File: src/design/sam_pkg.sv
// shared types and constants of the spatial atom match marker
`default_nettype none
package sam_pkg;

  // coordinate format
  localparam int unsigned COORD_W         = 32;
  localparam int unsigned COORD_FRAC_BITS = 16;
  localparam int unsigned ONE_FIXED       = 1 << COORD_FRAC_BITS;

  // tolerance registers
  localparam int unsigned TOL_W = 24;
  localparam logic [TOL_W-1:0] HEAVY_TOL_RST = TOL_W'((ONE_FIXED + 5000) / 10000);
  localparam logic [TOL_W-1:0] HYD_TOL_RST   = TOL_W'((ONE_FIXED + 5) / 10);

  // configuration register indexes
  localparam int unsigned CFG_IDX_W = 1;
  localparam logic [CFG_IDX_W-1:0] REG_HEAVY_TOL = 1'b0;
  localparam logic [CFG_IDX_W-1:0] REG_HYD_TOL   = 1'b1;

  // item function codes
  localparam logic [1:0] FN_LOAD  = 2'd0;
  localparam logic [1:0] FN_CLEAR = 2'd1;
  localparam logic [1:0] FN_MATCH = 2'd2;

  // result status codes
  localparam logic [2:0] ST_DONE       = 3'd0;
  localparam logic [2:0] ST_MATCH      = 3'd1;
  localparam logic [2:0] ST_H_TOL      = 3'd2;
  localparam logic [2:0] ST_HEAVY_MISS = 3'd3;
  localparam logic [2:0] ST_FULL       = 3'd4;

  // distance pipeline depth
  localparam int unsigned DIST_LAT = 5;
  localparam int unsigned DR_W     = $clog2(DIST_LAT);

  typedef struct packed {
    logic [1:0]                func;
    logic signed [COORD_W-1:0] pos_x;
    logic signed [COORD_W-1:0] pos_y;
    logic signed [COORD_W-1:0] pos_z;
    logic                      is_hydrogen;
    logic [7:0]                frag_tag;
  } sam_in_t;

  typedef struct packed {
    logic [2:0] status;
    logic [7:0] atom_index;
  } sam_out_t;

  // one stored molecule atom
  typedef struct packed {
    logic signed [COORD_W-1:0] x;
    logic signed [COORD_W-1:0] y;
    logic signed [COORD_W-1:0] z;
    logic                      hyd;
    logic [7:0]                mark;
  } sam_entry_t;

  // per-cell controls
  typedef struct packed {
    logic shift;
    logic ld_we;
    logic mk_we;
  } sam_cell_ctl_t;

endpackage
`default_nettype wire

File: src/design/sam_cell.sv
// one ring cell holding a stored atom and its match tag
`default_nettype none
module sam_cell (
  input  wire                    clk,
  input  sam_pkg::sam_cell_ctl_t ctl,
  input  sam_pkg::sam_entry_t    nbr_in,
  input  sam_pkg::sam_entry_t    ld_ent,
  input  wire  [7:0]             tag,
  output sam_pkg::sam_entry_t    ent
);
  import sam_pkg::*;

  sam_entry_t ent_r;

  always_ff @(posedge clk) begin
    if (ctl.shift) begin
      ent_r <= nbr_in;
    end else if (ctl.ld_we) begin
      ent_r <= ld_ent;
    end else if (ctl.mk_we) begin
      ent_r.mark <= tag;
    end
  end

  assign ent = ent_r;

endmodule
`default_nettype wire

File: config.mk
export PLATFORM = sky130hd
export DESIGN_NAME = sam_cell
export DESIGN_NICKNAME = d
export VERILOG_FILES = /design/src/design/sam_pkg.sv /design/src/design/sam_cell.sv
export SDC_FILE = /design/constraint.sdc
export NUM_CORES = 1
export LEC_CHECK = 0
export ABC_AREA = 0
export BUFFER_PORTS_ARGS = -buffer_cell sky130_fd_sc_hd__buf_2
export CELL_PAD_IN_SITES_DETAIL_PLACEMENT = 1
export CELL_PAD_IN_SITES_GLOBAL_PLACEMENT = 1
export CORE_ASPECT_RATIO = 2
export CORE_MARGIN = 2
export CORE_UTILIZATION = 30
export CTS_BUF_LIST = sky130_fd_sc_hd__clkbuf_2 sky130_fd_sc_hd__clkbuf_4 sky130_fd_sc_hd__clkbuf_8
export CTS_CLUSTER_SIZE = 25
export DETAILED_ROUTE_END_ITERATION = 8
export GPL_TIMING_DRIVEN = 0
export PLACE_DENSITY_LB_ADDON = 0.12
export SLEW_MARGIN = 20
export SYNTH_ARGS = -nofsm -noshare
export SYNTH_HDL_FRONTEND = slang
export SYNTH_SLANG_ARGS = --single-unit
File: constraint.sdc
create_clock -name clk -period 6.7 [get_ports clk]
set_input_delay 1.675 -clock clk [delete_from_list [all_inputs] [get_ports clk]]
set_output_delay 1.675 -clock clk [all_outputs]
set_load 0.02 [all_outputs]
After elaboration in Yosys (flattened, before gate mapping) --
Index checks and enable logic that the tools add are counted.
Cells by class: multiplexer cells 4, reductions and logical operators 2
Operators by type and width (number):
- 105-bit 2-to-1 mux | 1
- 97-bit 2-to-1 mux | 1
- 8-bit 2-to-1 mux | 2
- 3-bit nonzero test | 1
- 2-bit nonzero test | 1
Storage, ports and cells: flip-flop bits (word level) 105, input port bits 222, output and inout bits 105, word-level logic and storage cells 11

Longest topological paths before layout --
Gate-level depths: netlist (run 1).
word-level depth 3, mapped depth 5

Worst setup path before layout (run 1) --
OpenSTA, ideal clock, no wires.
kind input port to flip-flop, start point input ctl[2] (netlist bit), end point register ent_r (netlist bit ent[100]), enable pin, arrival time 3.255 ns, data required time 6.286 ns, setup slack 3.031 ns, cell stages on the path 4, buffers on the path 3, cell sequence buf_6 -> buf_6 -> buf_6 -> or2_2
Between the ends: word-level cells in the longest chain between the ends 1
Ends and longest elaborated chain:
- from (decl) | RTL line sam_cell.sv:5 | input sam_pkg::sam_cell_ctl_t ctl,
- 2-bit nonzero test (no source line)
- to (signal assigned) | RTL line sam_cell.sv:17 | ent_r <= nbr_in;
- to (signal assigned) | RTL line sam_cell.sv:19 | ent_r <= ld_ent;
- to (decl) | RTL line sam_cell.sv:13 | sam_entry_t ent_r;
Every way passes these cells. A chain may end at the register's enable or synchronous reset.

Worst setup path after layout (run 1) --
start point input ctl[2] (netlist bit), end point register ent_r (netlist bit ent[56]), enable pin
Same word-level chain as after synthesis.

==> flow_summary_export.csv, run 1 <==
group,metric,value,unit
cells_and_area,nets,801,
floorplan,die-width,91.9,um
place,place_congestion,0.763,
place,place_inst,766,
clock_tree,clkTransAtPathRegs,0.11,ns
floorplan,core,0.0152,sq mm
floorplan,io_pins,327,
sta,relSlewSlack,0.682,
synthesis,synth_area,0.00464,sq mm
critical_path,crit_arrival,3.10,ns
synthesis,yosys-top-cells-count,"105 x edfxtp_1, 64 x mux2_2, 33 x mux2_4",
critical_path,crit_path_max_incr_delay,0.43,ns
cells_and_area,fill_cells,1678,
clock_tree,cts_buffers,9,
grt,antenna_found_initial,4,
synthesis,syn_nets,464,
synthesis,postSynthCellCount,242,
route,antenna_left,0,
floorplan,num_rows,64,
clock_tree,cts-root-buf,"clkbuf_8",
cells_and_area,finalNonFillerCells,786,
place,place_hpwl,11800,um
route,wire_per_inst,18.1,um
critical_path,crit_required,6.76,ns
synthesis,seq_area_frac_synth,0.680,
status,outcome,"finished, final reports clean",
route,drc_errors,0,
clock_tree,cts_setup_buffers,0,
synthesis,yosysWarningCount,0,
route,drt_iter0_markers,83,
sta,rsz0062_at_grt,"no",
synthesis,yosys-top-cells-area,"edfxtp_1 68%, mux2_2 16%, mux2_4 11%, mux2i_1 1.7%, buf_6 1.5%",
route,vias_per_cell,4.40,
floorplan,die-area,0.0165,sq mm
critical_path,cp.depth,6,
route,drtPass1Iterations,4,
clock_tree,cts_resized,0,
grt,grt_max_degree,39,
floorplan,start_util,0.305,
sta,fin_setup_tns,0,ns
cells_and_area,layout-drive-gt1-share,0.777,
synthesis,synth_edf_count,105,
clock_tree,cts_htree_levels,3,
route,vias,3458,
synthesis,synth_top_area_cell,"edfxtp_1",
clock_tree,clock_path_buffers,2,
grt,grt_pass1_vias,3845,
critical_path,cpMaxStageDelayCell,"or2_4",
hold_path,whs_path_depth,3,
synthesis,synth_ff_type,"edfxtp_1",
critical_path,path_class,"input port to flip-flop",
power,powerDensity,231,mW/mm^2
sta,post-route-min-period,3.04,ns
hold_path,worstHoldStart,"nbr_in[5]",
grt,grt_pass1_wl,20900,um
synthesis,synthArstFlopShare,0,
clock_tree,clock_sinks,105,
critical_path,crit_path_end_kind,"flip-flop",
grt,overflow,0,
synthesis,synth_cell_types,10,
synthesis,ys_ff_latch,105,
critical_path,start_kind,"input port",
critical_path,critPathTopFamily,"buffers and inverters",
clock_tree,hold_buffers,0,
synthesis,synth_top_area_share,0.680,
sta,worst_slew_pin_slew,0.478,ns
synthesis,syn_avg_cell_area,19.2,sq um
power,ir_worst_vdd,82.6,uV
power,p_leak,3.13,nW
grt,grt_usage,0.170,
sta,setup_viol,0,
sta,slew_viol_final,0,
route,wl,14200,um
critical_path,crit_chain,"buf_6, buf_6, buf_6, or2_4, buf_12, buf_12",
clock_tree,cts_tree,"built",
place,portBuffers,324,
critical_path,crit_top_cell,"buf_6",
hold_path,holdPathEnd,"ent[5]$_DFFE_PP_",
cells_and_area,largest_reg_flops,105,
job,drv_cap,0,
sta,max_freq,329,MHz
sta,fin_crit_sh,0.453,
hold_path,hp-class,"input port to flip-flop",
critical_path,critPathMaxFanout,38,
synthesis,yosysMostFrequentCell,"edfxtp_1",
sta,hold_viol_final,0,
cells_and_area,areaGrowthSynthToFinish,45.6,%
critical_path,cp.buffers_inverters,5,
floorplan,die_h,180,um
==> logic make-up (layout without fill, tap and decap cells) <==
kind of cell,Yosys count,in the layout,synth area share
AOI/OAI and AO/OA,8,8,0.00863
muxes,105,105,0.279
other,0,4,0
and+or+nand+nor,10,10,0.00917
buffers and inverters,14,356,0.0232
DFF,105,105,0.680
==> layout by cell type (no fill, tap or decap), drive strengths merged <==
master and count:
bufinv 1, buf 340, or3 1, clkbuf 9
mux2i 8, o21ai 8, clkinv 3, or2 1
edfxtp 105, diode 4, nand2 8, mux2 97
clkinvlp 3
==> per-layer routing <==
layer | track usage | vias to the layer above | wire (um)
li1 | - | 1616 | -
met1 | 0.150 | 1620 | 4260
met2 | 0.325 | 196 | 8330
met3 | 0.0566 | 26 | 1150
met4 | 0.0913 | 0 | 460
met5 | 0 | - | 0
==> report_power, final <==
part | switching (mW) | internal [mW]
Clock | 0.224 | 0.172
Combinational | 0.188 | 0.152
Sequential | 0.0167 | 0.805
==> tightest hold or removal path, cell delays in order <==
cell and delay (ns):
buf_2 0.07, nand2_1 0.04, o21ai_0 0.06
==> area by class of cell <==
type | instances | area (sq um) | area share
flip-flops and latches | 105 | 3150 | 0.467
repair buffers | 326 | 1660 | 0.246
multi-input cells | 123 | 1380 | 0.204
well taps | 198 | 248 | 0.0367
clock buffers | 9 | 124 | 0.0183
plain buffers | 14 | 108 | 0.0159
clock inverters | 7 | 71.3 | 0.0106
diodes | 4 | 10.0 | 0.00148
==> how the worst max path moves through the flow <==
stage | slack [ns] | start | to
detailed placement | 3.21 | ctl[2] | ent[15]$_DFFE_PP_
global placement | 2.35 | ctl[2] | ent[17]$_DFFE_PP_
CTS | 3.64 | ctl[2] | ent[51]$_DFFE_PP_
finish | 3.66 | ctl[2] | ent[56]$_DFFE_PP_
floorplan | 3.03 | ctl[2] | ent[100]$_DFFE_PP_
global route | 3.57 | ctl[2] | ent[51]$_DFFE_PP_
==> metrics by stage <==
stage	instance area (sq um)	hold WS [ns]	power, mW	utilization	worst slack (ns)
after detailed placement	6550	1.96	1.19	0.431	3.21
after global placement	6510	1.96	1.18	0.428	2.35
after global routing	6760	1.55	1.63	0.444	3.57
final	6760	1.57	1.56	0.444	3.66
after CTS	6750	1.54	1.58	0.443	3.64
after floorplan	4640	1.87	1.03	-	3.03
(Power assumes the default switching activity.)
==> run 2, diff against run 1 <==
--- a/config.mk
+++ b/config.mk
@@ -5,13 +5,13 @@
 export SDC_FILE = /design/constraint.sdc
 export NUM_CORES = 1
 export LEC_CHECK = 0
-export ABC_AREA = 0
+export ABC_AREA = 1
 export BUFFER_PORTS_ARGS = -buffer_cell sky130_fd_sc_hd__buf_2
 export CELL_PAD_IN_SITES_DETAIL_PLACEMENT = 1
 export CELL_PAD_IN_SITES_GLOBAL_PLACEMENT = 1
 export CORE_ASPECT_RATIO = 2
 export CORE_MARGIN = 2
-export CORE_UTILIZATION = 30
+export CORE_UTILIZATION = 27
 export CTS_BUF_LIST = sky130_fd_sc_hd__clkbuf_2 sky130_fd_sc_hd__clkbuf_4 sky130_fd_sc_hd__clkbuf_8
 export CTS_CLUSTER_SIZE = 25
 export DETAILED_ROUTE_END_ITERATION = 8
==> constraint.sdc (replaced) <==
create_clock -name clk -period 2.55 [get_ports clk]
set_input_delay 0.6375 -clock clk [delete_from_list [all_inputs] [get_ports clk]]
set_output_delay 0.6375 -clock clk [all_outputs]
set_load 0.02 [all_outputs]
==> flow_summary_export.csv, run 2 <==
group,metric,value,unit
synthesis,synthArstFlopShare,0,
synthesis,yosysWarningCount,0,
critical_path,crit_path_end_kind,"flip-flop",
synthesis,syn_nets,702,
clock_tree,cts_tree,"built",
cells_and_area,layout-drive-gt1-share,0.443,
cells_and_area,regArea,0.00315,sq mm
cells_and_area,fin_area,0.00674,sq mm
grt,antenna_found_initial,0,
critical_path,crit_arrival,2.03,ns
route,drtPass1Iterations,4,
place,place_area,0.00656,sq mm
cells_and_area,largest_reg_flops,105,
power,powerDensity,605,mW/mm^2
floorplan,die-width,96.8,um
clock_tree,cts_setup_buffers,0,
synthesis,syn_avg_cell_area,9.70,sq um
clock_tree,cts_resized,0,
cells_and_area,finalNonFillerCells,1030,
hold_path,worstHoldStart,"ld_ent[79]",
place,place_inst,1014,
route,vias,4368,
power,p_leak,3.63,nW
floorplan,core,0.0171,sq mm
place,portBuffers,324,
route,drc_errors,0,
sta,fin_crit_sh,0.761,
power,ir_worst_vdd,216,uV
sta,worst_slew_pin_slew,0.803,ns
job,drv_cap,0,
floorplan,io_pins,327,
critical_path,path_class,"input port to flip-flop",
cells_and_area,antennaDiodeCount,0,
route,vias_per_cell,4.24,
sta,fin_setup_tns,0,ns
critical_path,crit_required,2.64,ns
cells_and_area,final_util,0.394,
floorplan,die-area,0.0184,sq mm
clock_tree,clock_path_buffers,2,
cells_and_area,fill_cells,2146,
clock_tree,cts-root-buf,"clkbuf_8",
grt,grt_pass1_vias,4502,
sta,rsz0062_at_grt,"no",
synthesis,yosys-top-cells-count,"324 x nand2_1, 105 x edfxtp_1, 16 x inv_1",
critical_path,cpMaxStageDelayCell,"or2_1",
synthesis,synth_ff_type,"edfxtp_1",
cells_and_area,areaGrowthSynthToFinish,44.8,%
grt,grt_max_degree,99,
grt,overflow,0,
critical_path,critPathMaxFanout,98,
synthesis,yosysMostFrequentCell,"nand2_1",
place,place_hpwl,12200,um
synthesis,synth_edf_count,105,
route,wire_per_inst,15.4,um
critical_path,cp.depth,4,
sta,setup_viol,0,
sta,post-route-min-period,1.94,ns
place,place_congestion,0.759,
sta,relSlewSlack,0.464,
critical_path,worstSetupEndpoint,"ent[0]$_DFFE_PP_",
synthesis,synth_area,0.00465,sq mm
floorplan,num_rows,68,
synthesis,seq_area_frac_synth,0.677,
clock_tree,hold_buffers,0,
clock_tree,clock_sinks,105,
clock_tree,cts_htree_levels,3,
grt,grt_pass1_wl,24500,um
critical_path,critPathTopFamily,"simple AND/OR/NAND/NOR gates",
synthesis,postSynthCellCount,480,
floorplan,start_util,0.272,
cells_and_area,multi_input_area,0.00128,sq mm
critical_path,cp.buffers_inverters,2,
sta,max_freq,515,MHz
synthesis,ys_ff_latch,105,
hold_path,hp-class,"input port to flip-flop",
synthesis,yosys-top-cells-area,"edfxtp_1 68%, nand2_1 26%, buf_6 1.7%, buf_2 1.6%, inv_1 1.3%",
route,drt_iter0_markers,88,
clock_tree,clkTransAtPathRegs,0.11,ns
route,wl,15800,um
critical_path,startpoint,"ctl[1]",
synthesis,synth_top_area_cell,"edfxtp_1",
critical_path,crit_path_max_incr_delay,0.56,ns
cells_and_area,final_common_cell,"buf_2",
cells_and_area,nets,1037,
sta,hold_viol_final,0,
status,outcome,"finished, final reports clean",
synthesis,synth_top_area_share,0.677,
critical_path,crit_chain,"buf_2, inv_2, nand2_8, or2_1",
sta,slew_viol_final,0,
synthesis,synth_cell_types,10,
floorplan,die_h,190,um
cells_and_area,final_cell_mix,"339 x buf_2, 323 x nand2_1, 105 x edfxtp_1",
clock_tree,cts_buffers,9,
grt,grt_usage,0.170,
route,antenna_left,0,
critical_path,start_kind,"input port",
## run 2: cell count changes after synthesis, moves of 16 or more
cell     before  now
inv_1         0   16
mux2_4       33    0
nand2_1       8  324
mux2_2       64    0
## run 2: cell type report
class                   instances  area share
inverters                      18      0.0104
plain buffers                  24      0.0251
multi-input cells             333       0.190
repair buffers                324       0.241
clock buffers                   9      0.0184
clock inverters                 7     0.00910
well taps                     210      0.0390
flip-flops and latches        105       0.468
## run 2: layer usage
metal  part of all wire  vias up  GRT usage
met5                  0        -          0
met4              0.021        0     0.0590
met3              0.086       17     0.0558
met2               0.49      221      0.290
met1               0.40     1942      0.202
li1                   -     2188          -
## run 2: power by group
part | switching (mW) | leakage, nW | total (mW) | internal, mW
combinational | 0.557 | 2.45 | 0.881 | 0.325
sequential | 0.0471 | 1.08 | 2.17 | 2.12
clock | 0.585 | 0.0894 | 1.03 | 0.444
## run 2: worst min path at each step
stage / cells after the start / slack, ns / endpoint
2_1_floorplan: 2 / 0.82 / ent[100]$_DFFE_PP_
3_3_place_gp: 3 / 0.90 / ent[22]$_DFFE_PP_
3_5_place_dp: 3 / 0.91 / ent[22]$_DFFE_PP_
4_1_cts: 3 / 0.49 / ent[79]$_DFFE_PP_
5_1_grt: 3 / 0.50 / ent[30]$_DFFE_PP_
6_report: 3 / 0.52 / ent[79]$_DFFE_PP_
## run 2: cells by family (layout without fill, tap and decap cells)
logic type,after synthesis,in the layout,share of synthesized area
DFF,105,105,0.677
and+or+nand+nor,333,333,0.271
buffers and inverters,42,382,0.0513
## run 2: metrics by stage
stage	setup WS (ns)	power [mW]	hold slack (ns)
2_1_floorplan	0.288	2.67	0.816
3_3_place_gp	-0.314	3.09	0.901
3_5_place_dp	0.149	3.11	0.907
4_1_cts	0.567	4.16	0.491
5_1_grt	0.476	4.30	0.498
6_report	0.608	4.08	0.522
